<file path="config.mk">
export PLATFORM = sky130hd
export DESIGN_NAME = masked_byte_signature_scan_core
export DESIGN_NICKNAME = d
export VERILOG_FILES = /design/src/hdl/mbss_pkg.sv /design/src/hdl/mbss_cfg_regs.sv /design/src/hdl/mbss_match.sv /design/src/hdl/masked_byte_signature_scan_core.sv
export SDC_FILE = /design/constraint.sdc
export NUM_CORES = 1
export LEC_CHECK = 0
export ABC_CLOCK_PERIOD_IN_PS = 5320
export BUFFER_PORTS_ARGS = -buffer_cell sky130_fd_sc_hd__buf_4
export CAP_MARGIN = 20
export CORE_ASPECT_RATIO = 1.5
export CORE_MARGIN = 10
export CORE_UTILIZATION = 50
export CTS_BUF_LIST = sky130_fd_sc_hd__clkbuf_8
export CTS_CLUSTER_SIZE = 40
export DETAILED_ROUTE_END_ITERATION = 8
export PLACE_DENSITY = 0.7
export SLEW_MARGIN = 20
export SYNTH_ARGS = -nofsm -noshare
export SYNTH_HDL_FRONTEND = slang
export SYNTH_HIERARCHICAL = 1
export SYNTH_SLANG_ARGS = --single-unit
</file>
<file path="constraint.sdc">
create_clock -name aclk -period 5.32 [get_ports aclk]
set_clock_uncertainty 0.15 [all_clocks]
set_input_delay 0 -clock aclk [delete_from_list [all_inputs] [get_ports aclk]]
set_output_delay 0 -clock aclk [all_outputs]
set_load 0.02 [all_outputs]
</file>
<file path="src/hdl/mbss_pkg.sv">
// ----------------------------------------------------------------------------
// mbss_pkg
// Shared types and constants of the masked byte signature scan core.
// ----------------------------------------------------------------------------
package mbss_pkg;

    localparam int PAT_BYTES  = 16;
    localparam int PAT_BITS   = 8 * PAT_BYTES;
    localparam int CARE_BITS  = PAT_BYTES;
    localparam int LEN_BITS   = 5;
    localparam int CFG_DATA_W = 64;
    localparam int CFG_IDX_W  = 2;
    localparam int RES_OFF_W  = 32;

    localparam logic [CFG_IDX_W-1:0] CFG_PATTERN_LOW  = 2'd0;
    localparam logic [CFG_IDX_W-1:0] CFG_PATTERN_HIGH = 2'd1;
    localparam logic [CFG_IDX_W-1:0] CFG_CARE_MASK    = 2'd2;
    localparam logic [CFG_IDX_W-1:0] CFG_PATTERN_LEN  = 2'd3;

    localparam logic [CARE_BITS-1:0] CARE_RESET = 16'hFFFF;
    localparam logic [LEN_BITS-1:0]  LEN_RESET  = 5'd1;

    typedef struct packed {
        logic [PAT_BITS-1:0]  pattern;
        logic [CARE_BITS-1:0] care;
        logic [LEN_BITS-1:0]  length;
    } mbss_cfg_t;

    typedef struct packed {
        logic                 emit;
        logic                 found;
        logic [RES_OFF_W-1:0] offset;
    } mbss_result_t;

endpackage

</file>
<file path="src/hdl/mbss_cfg_regs.sv">
// ----------------------------------------------------------------------------
// mbss_cfg_regs
// Configuration register file: pattern bytes, care mask and pattern length.
// ----------------------------------------------------------------------------
module mbss_cfg_regs
    import mbss_pkg::*;
(
    input  logic                  aclk,
    input  logic                  aresetn,
    input  logic                  cfg_wr_en,
    input  logic [CFG_IDX_W-1:0]  cfg_wr_index,
    input  logic [CFG_DATA_W-1:0] cfg_wr_data,
    output mbss_cfg_t             cfg
);

    mbss_cfg_t cfg_reg, cfg_next;

    always_comb begin
        cfg_next = cfg_reg;
        if (cfg_wr_en) begin
            unique case (cfg_wr_index)
                CFG_PATTERN_LOW:  cfg_next.pattern[63:0]   = cfg_wr_data;
                CFG_PATTERN_HIGH: cfg_next.pattern[127:64] = cfg_wr_data;
                CFG_CARE_MASK:    cfg_next.care   = cfg_wr_data[CARE_BITS-1:0];
                CFG_PATTERN_LEN:  cfg_next.length = cfg_wr_data[LEN_BITS-1:0];
                default:          cfg_next = cfg_reg;
            endcase
        end
    end

    always_ff @(posedge aclk) begin
        if (!aresetn) begin
            cfg_reg.pattern <= '0;
            cfg_reg.care    <= CARE_RESET;
            cfg_reg.length  <= LEN_RESET;
        end else begin
            cfg_reg <= cfg_next;
        end
    end

    assign cfg = cfg_reg;

endmodule

</file>
<file path="src/hdl/mbss_match.sv">
// ----------------------------------------------------------------------------
// mbss_match
// Byte window, offset counter and masked compare against the pattern.
// ----------------------------------------------------------------------------
module mbss_match
    import mbss_pkg::*;
#(
    parameter int PATTERN_MAX = 16,
    parameter int OFFSET_BITS = 32
)
(
    input  logic         aclk,
    input  logic         aresetn,
    input  logic         step,
    input  logic [7:0]   scan_byte,
    input  logic         last_byte,
    input  mbss_cfg_t    cfg,
    output mbss_result_t result
);

    localparam logic [LEN_BITS-1:0]    LEN_MAX = LEN_BITS'(PATTERN_MAX);
    localparam logic [OFFSET_BITS-1:0] OFF_MAX = {OFFSET_BITS{1'b1}};

    logic [7:0]             window_reg [PATTERN_MAX];
    logic [7:0]             window_next [PATTERN_MAX];
    logic [OFFSET_BITS-1:0] seen_reg, seen_next, seen_inc;
    logic                   reported_reg, reported_next;

    logic [LEN_BITS-1:0]    used_len;
    logic [3:0]             pat_idx [PATTERN_MAX];
    logic [PATTERN_MAX-1:0] pos_ok;
    logic                   overflow, hit;
    logic [OFFSET_BITS-1:0] start;

    always_comb begin
        priority if (cfg.length == '0) begin
            used_len = LEN_BITS'(1);
        end else if (cfg.length > LEN_MAX) begin
            used_len = LEN_MAX;
        end else begin
            used_len = cfg.length;
        end
    end

    // window as it stands once the new byte is shifted in; entry 0 newest
    always_comb begin
        window_next[0] = scan_byte;
        for (int k = 1; k < PATTERN_MAX; k++) begin
            window_next[k] = window_reg[k-1];
        end
    end

    // window entry i lines up with pattern byte used_len-1-i
    always_comb begin
        for (int i = 0; i < PATTERN_MAX; i++) begin
            pat_idx[i] = 4'(used_len - LEN_BITS'(i) - LEN_BITS'(1));
            pos_ok[i]  = (LEN_BITS'(i) >= used_len) || !cfg.care[pat_idx[i]] ||
                         (window_next[i] == cfg.pattern[8*pat_idx[i] +: 8]);
        end
    end

    assign overflow = (seen_reg == OFF_MAX);
    assign seen_inc = overflow ? seen_reg : seen_reg + OFFSET_BITS'(1);
    assign hit      = !overflow && !reported_reg &&
                      (seen_inc >= OFFSET_BITS'(used_len)) && (&pos_ok);
    assign start    = seen_inc - OFFSET_BITS'(used_len);

    assign result.emit   = hit || (last_byte && !reported_reg);
    assign result.found  = hit;
    assign result.offset = hit ? RES_OFF_W'(start) : '0;

    always_comb begin
        seen_next     = seen_reg;
        reported_next = reported_reg;
        if (step) begin
            if (last_byte) begin
                seen_next     = '0;
                reported_next = 1'b0;
            end else begin
                seen_next     = seen_inc;
                reported_next = reported_reg || hit;
            end
        end
    end

    always_ff @(posedge aclk) begin
        if (!aresetn) begin
            seen_reg     <= '0;
            reported_reg <= 1'b0;
        end else begin
            seen_reg     <= seen_next;
            reported_reg <= reported_next;
        end
    end

    always_ff @(posedge aclk) begin
        if (!aresetn) begin
            for (int k = 0; k < PATTERN_MAX; k++) begin
                window_reg[k] <= '0;
            end
        end else if (step) begin
            for (int k = 0; k < PATTERN_MAX; k++) begin
                window_reg[k] <= last_byte ? 8'h00 : window_next[k];
            end
        end
    end

endmodule

</file>
<file path="src/hdl/masked_byte_signature_scan_core.sv">
// ----------------------------------------------------------------------------
// masked_byte_signature_scan_core
// Searches a byte stream for a pattern of up to 16 bytes with wildcard bytes.
//
// Input channel (s_): one byte per transaction in s_tdata, s_tlast on the
// final byte of a region. Result channel (m_): at most one transaction per
// region; m_tuser high gives the start offset of the first match in m_tdata,
// m_tuser low on the final byte means the region held no match.
// Configuration: cfg_wr_en writes cfg_wr_data into the register selected by
// cfg_wr_index (pattern low, pattern high, care mask, length); write only
// while no bytes are in flight.
// A byte accepted into the input register passes to the matcher, and its result,
// if any, is registered into the output stage that drives m_. One byte per cycle
// while m_ is not stalled, set by the window shift and parallel masked compare.
// Reset clears the window, offset counter, match flag and both pipeline
// stages; configuration returns to its reset values. When m_tready is low
// with a result pending, the input stage holds and s_tready drops once the
// input register is also occupied.
// ----------------------------------------------------------------------------
module masked_byte_signature_scan_core
    import mbss_pkg::*;
#(
    parameter int PATTERN_MAX = 16,
    parameter int OFFSET_BITS = 32
)
(
    input  logic                  aclk,
    input  logic                  aresetn,
    input  logic                  s_tvalid,
    output logic                  s_tready,
    input  logic [7:0]            s_tdata,      // [7:0] scan_byte
    input  logic                  s_tlast,      // last_byte
    output logic                  m_tvalid,
    input  logic                  m_tready,
    output logic [31:0]           m_tdata,      // [31:0] match_offset
    output logic                  m_tuser,      // found
    input  logic                  cfg_wr_en,
    input  logic [CFG_IDX_W-1:0]  cfg_wr_index,
    input  logic [CFG_DATA_W-1:0] cfg_wr_data
);

    mbss_cfg_t    cfg;
    mbss_result_t result;

    logic       in_valid_reg, in_valid_next;
    logic [7:0] in_byte_reg;
    logic       in_last_reg;
    logic       out_valid_reg, out_valid_next;
    logic [31:0] out_offset_reg;
    logic       out_found_reg;
    logic       out_free, advance;

    mbss_cfg_regs u_cfg_regs (
        .aclk         (aclk),
        .aresetn      (aresetn),
        .cfg_wr_en    (cfg_wr_en),
        .cfg_wr_index (cfg_wr_index),
        .cfg_wr_data  (cfg_wr_data),
        .cfg          (cfg)
    );

    mbss_match #(
        .PATTERN_MAX (PATTERN_MAX),
        .OFFSET_BITS (OFFSET_BITS)
    ) u_match (
        .aclk      (aclk),
        .aresetn   (aresetn),
        .step      (advance),
        .scan_byte (in_byte_reg),
        .last_byte (in_last_reg),
        .cfg       (cfg),
        .result    (result)
    );

    assign out_free = !out_valid_reg || m_tready;
    assign advance  = in_valid_reg && out_free;
    assign s_tready = !in_valid_reg || out_free;

    always_comb begin
        in_valid_next = in_valid_reg;
        if (s_tready) begin
            in_valid_next = s_tvalid;
        end
        out_valid_next = out_valid_reg;
        if (out_free) begin
            out_valid_next = advance && result.emit;
        end
    end

    always_ff @(posedge aclk) begin
        if (!aresetn) begin
            in_valid_reg  <= 1'b0;
            out_valid_reg <= 1'b0;
        end else begin
            in_valid_reg  <= in_valid_next;
            out_valid_reg <= out_valid_next;
        end
    end

    always_ff @(posedge aclk) begin
        if (s_tready && s_tvalid) begin
            in_byte_reg <= s_tdata;
            in_last_reg <= s_tlast;
        end
        if (advance && out_free) begin
            out_offset_reg <= result.offset;
            out_found_reg  <= result.found;
        end
    end

    assign m_tvalid = out_valid_reg;
    assign m_tdata  = out_offset_reg;
    assign m_tuser  = out_found_reg;

endmodule

</file>
* After elaboration in Yosys (flattened, before gate mapping)
Memories as Yosys holds them, arrays and structs flattened.
Index checks and enable logic that the tools add are counted.
** Word-level totals
- Flip-flop bits (word level) :: 226
- Memory bits (writable) :: 128
- Bits of input ports :: 80
- Output and inout bits :: 35
- Memories kept :: 1
** Cells by class
- $add $sub $neg :: 32
- $lt $le $gt $ge :: 34
- Equal/unequal tests :: 20
- Shift-type cells :: 16
- Multiplexer cells :: 73
- Bitwise gates (word level) :: 16
- Reduce and logical (&&, ||, !) cells :: 71
** Memory list
- u_match.window_reg :: depth 16, bits a word 8, rd ports 15, clocked after memory_dff 0, wr ports 16, line mbss_match.sv:24 : logic [7:0] window_reg [PATTERN_MAX];
** Operators by type and width (number)
- $shiftx 128x8->8 :: 16
- $mux 8 :: 32
- $eq 8x8->1 :: 16
- $lt 4x5->1 const B :: 16
- $bmux 1 s4 :: 16
- $mux 32 :: 2
- $sub 4x1->4 const B :: 16
- $ge 4x5->1 const A :: 8
- $logic_or 1x1->1 :: 36
- $add 32x1->32 const B :: 1
- $eq 32x32->1 const B :: 1
- $ge 32x5->1 :: 1
- $sub 32x5->32 :: 1
- $sub 4x4->4 const B :: 8
- $mux 1 :: 21
- $ge 3x5->1 const A :: 4
- $logic_not 1->1 :: 20
- $or 1x1->1 :: 16
- $reduce_and 16->1 :: 1
- $sub 4x3->4 const B :: 4
- $ge 1x5->1 const A :: 2
- $ge 2x5->1 const A :: 2
- $mux 5 :: 2
- $logic_and 1x1->1 :: 8
- other kinds (7) :: 12

* Depth between registers and ports, before layout
- Word-level depth :: 14
- Gate-level depth with buffers :: 26

* Cells and area by module
Netlist, hierarchy kept.
** By module, submodules not included
- mbss_match :: instances 1, cells each 2139, area each 18390.1 um^2, sequential area each 4264.1 um^2
- mbss_cfg_regs :: instances 1, cells each 577, area each 5863.1 um^2, sequential area each 2982.9 um^2
- masked_byte_signature_scan_core :: instances 1, cells each 52, area each 1368.8 um^2, sequential area each 1301.2 um^2

* Worst setup path after synthesis
OpenSTA, ideal clock, no wires.
- Path type :: reg-to-reg
- Start point :: register u_cfg_regs.cfg_reg, in the netlist u_cfg_regs/cfg[1]
- End point :: register out_valid_reg, in the netlist m_tvalid
- Setup time :: 0.070 ns
- Arrival time :: 5.378 ns
- Slack :: -0.277 ns
- Stages on the path, launching flop included :: 23
- Path buffers :: 9
- Period minus slack after synthesis :: 5.597 ns
- Cell sequence :: dfxtp_1 > buf_4 > buf_2 > nor2b_1 > buf_2 > buf_1 > clkbuf_1 > ha_1 > xnor2_1 > buf_2 > buf_1 > mux4_2 > xor2_1 > nor4_1 > a21oi_1 > nor4_1 > nand4_1 > or4b_1 > buf_4 > buf_6 > o21ai_1 > nand2_1 > a21boi_1
** RTL lines
- start: declaration :: line mbss_cfg_regs.sv:16 : mbss_cfg_t cfg_reg, cfg_next;
- start signal: assignment :: line mbss_cfg_regs.sv:37 : cfg_reg <= cfg_next;
- end signal: assignment :: line masked_byte_signature_scan_core.sv:96 : out_valid_reg <= out_valid_next;
- end: declaration :: line masked_byte_signature_scan_core.sv:48 : logic out_valid_reg, out_valid_next;

* Worst setup path in the final report
- Start point :: register u_cfg_regs.cfg_reg, in the netlist u_cfg_regs/cfg[2]
- End point :: register out_offset_reg[13], in the netlist m_tdata[13] (data pin)
** Between the ends
- Word-level cells in the longest chain between the ends :: 12
** RTL lines
- $gt 5x5->1 :: line mbss_match.sv:38 : end else if (cfg.length > LEN_MAX) begin
- $mux 5 :: line mbss_match.sv:38
- $mux 5 * :: line mbss_match.sv:36 : priority if (cfg.length == '0) begin
- branches (longest 9 deep; another with $sub 4x1->4)
- end signal: assignment :: line masked_byte_signature_scan_core.sv:106 : out_offset_reg <= result.offset;
- end: declaration :: line masked_byte_signature_scan_core.sv:49 : logic [31:0] out_offset_reg;
Every way passes the cells marked *. The select of a mux whose other input is x is not followed.
A chain may end at the register's enable or synchronous reset.

==> flow_metrics.tcl <==
set metrics [dict create \
    finalSetupViolCount 2 \
    place_congestion 1.18 \
    area_growth_pct 25.3 \
    muxShareOfSynthArea 0.165 \
    grt_max_degree 111 \
    wl_per_cell_um 32.6 \
    syn_inst 2768 \
    final_nets 3267 \
    ys.flop_type "dfxtp_1" \
    hpwl_um 96700 \
    detail-route-antenna-nets 0 \
    io_buffers 114 \
    ioPinCount 115 \
    violations "setup timing" \
    path_class "reg2reg" \
    r2r_slack_ns -0.02 \
    grt_first_pass_wirelength_um 179000 \
    slew_viol_final 0 \
    worstMarginPinSlew_ns 1.02 \
    hp-class "in2reg" \
    largest_reg_flops 149 \
    worstSetupEndpointType "register" \
    cts_tree "yes" \
    clk_path_buf_depth 3 \
    synth_cell_types 94 \
    synthArstFlopShare 0 \
    rsz0062_at_grt "true" \
    hold_depth 4 \
    synth_compound_area_frac 0.186 \
    root_buffer "clkbuf_8" \
    path_clk_slew_ns 0.07 \
    finish.utilization 0.633 \
    coreArea_sq_um 50700 \
    fmax_mhz 187 \
    hold_violations 0 \
    min_from "cfg_wr_data[47]" \
    required_ns 5.69 \
    synth_xor_area_frac 0.0619 \
    arrival_ns 5.71 \
    die_area_sq_um 60900 \
    netlist.area_leader.share 0.190 \
    die_h_um 297 \
    synth_top_family_by_area "simple AND/OR/NAND/NOR gates" \
    overflow 0 \
    r2r_start "u_cfg_regs/cfg[2]" \
    slew-limit-headroom 0.321 \
    grt_pass1_vias 25968 \
    holdPathEnd "u_cfg_regs/cfg[132]" \
    reg2regPathDepth 15 \
    start_util 0.506 \
    power_leakage_nw 13.5 \
    place_ws_ns -0.469 \
    ir_drop_v 0.000221 \
    synth_warnings 6 \
    cts.sink_count 346 \
    min_period_over_period 1.00 \
    start_kind "register" \
    htree_levels 2 \
    drt_iter0_drc 3538 \
    dieWidth_um 205 \
    min_period_ns 5.34 \
    synth.most_common_cell "nand2_1" \
    ys_top_cells_by_count "nand2_1, mux2i_1, dfxtp_1" \
    grtUsageTotal 0.401 \
    synth_fp_nets 2858 \
    finalWorstSetupSlack_ns -0.0230 \
    rows 101 \
    yosys.area_share.simple 0.191 \
    cp_max_fo 44 \
    via_per_inst 6.93 \
    antenna_found_initial 3 \
    drc 0 \
    startpoint "u_cfg_regs/cfg[2]" \
    routed-via-count 27012 \
    synth_area_per_cell_sq_um 9.26 \
    synth_area_leader_cell "edfxtp_1" \
    status "complete, but fails checks" \
    synth-seq-cells 346 \
    first_pass_iters 6 \
    ys_seq_area_frac 0.334 \
    synth_edf_count 162 \
    clk_latency_ns 0.70 \
    r2r-end "m_tdata[13]" \
    wl_um 127000 \
    drv_cap 0 \
    p_per_area_nw_per_um2 241 \
    syn_area_sq_um 25600 \
    cts-buffers-inserted 54 \
    post_route_cells_drive_above_1_share 0.250 \
    synthTopCellsByArea "edfxtp_1, dfxtp_1, mux2i_1" \
    synth-adder-area-share 0.00518 \
]
[worst max-delay path by stage]
stage / cells after the start / to
floorplan: 22 / m_tvalid
global placement: 20 / m_tdata[18]
detailed placement: 20 / m_tdata[13]
CTS: 21 / m_tdata[13]
global route: 15 / m_tdata[13]
finish: 15 / m_tdata[13]
[cell families after synthesis]
| logic type | count (synthesis) |
|---|---|
| AND/OR/NAND/NOR | 955 |
| buffers and inverters | 314 |
| multiplexers | 326 |
| XOR/XNOR | 181 |
| adder cells (fa/ha/maj) | 10 |
| flip-flops | 346 |
| AO/OA/AOI/OAI | 636 |
[metal layers]
metal	routed length, um	GRT usage
met1	42000	0.433
met2	58500	0.644
met3	12200	0.0865
met4	14500	0.362
met5	0	0
[timing repair]
item	in CTS	in global routing
endpoints found under the setup margin	35	35
pin swaps	5	16
hold buffers	115	0
endpoints found under the hold margin	188	0
resized for setup	21	76
gates cloned	0	2
buffers inserted	2	3
[metrics by stage]
step           TNS [ns]  power (mW)  area [sq um]  hold WS (ns)  instances
2_1_floorplan         0        4.09         25600       -0.0511       2768
3_3_place_gp     -16.27        4.97         29100        0.0293       3668
3_5_place_dp     -14.97        4.99         29100        0.0295       3668
4_1_cts               0        7.61         31600      0.000710       3887
5_1_grt         -0.0453        7.91         32100        0.0281       3893
6_report        -0.0255        7.72         32100        0.0136       3899
[layout by cell type (no fill, tap or decap), drive strengths merged, types with 87 or more instances in the layout]
cell type / netlist / layout
nand2: 344 / 344
nor3: 98 / 98
inv: 69 / 87
xnor2: 101 / 101
buf: 101 / 479
edfxtp: 162 / 162
mux2i: 237 / 237
dlygate4sd3: 0 / 115
o21ai: 93 / 93
dfxtp: 184 / 184
nor2: 135 / 135
and3: 92 / 92
[layout make-up]
class / instances / area [sq um]
clock inverter: 40 / 348
timing repair buffer: 597 / 5130
fill: 4134 / 18600
tap: 669 / 837
inverter: 70 / 268
antenna: 7 / 17.5
clock buffer: 62 / 853
multi-input combinational: 2108 / 16100
sequential: 346 / 8550
[report_power, final]
| group | switching, mW | internal, mW |
|---|---|---|
| Sequential | 0.223 | 2.91 |
| Combinational | 1.17 | 0.861 |
| Clock | 1.19 | 1.37 |
| Total | 2.58 | 5.14 |
[critical path, cell delays in order, from the launching register on]
cell and delay, ns:
dfxtp_1 0.40, nor3_4 0.07, o21ai_4 0.17, clkbuf_8 0.47, mux4_1 0.73, mux4_2 0.51, xor2_1 0.19, nor4_2 0.39
buf_4 0.17, a21oi_1 0.10, nor4_2 0.44, nand4_1 0.15, or4b_2 0.69, buf_6 0.18, buf_12 0.16, a21oi_1 0.13
(Power assumes the default switching activity.)
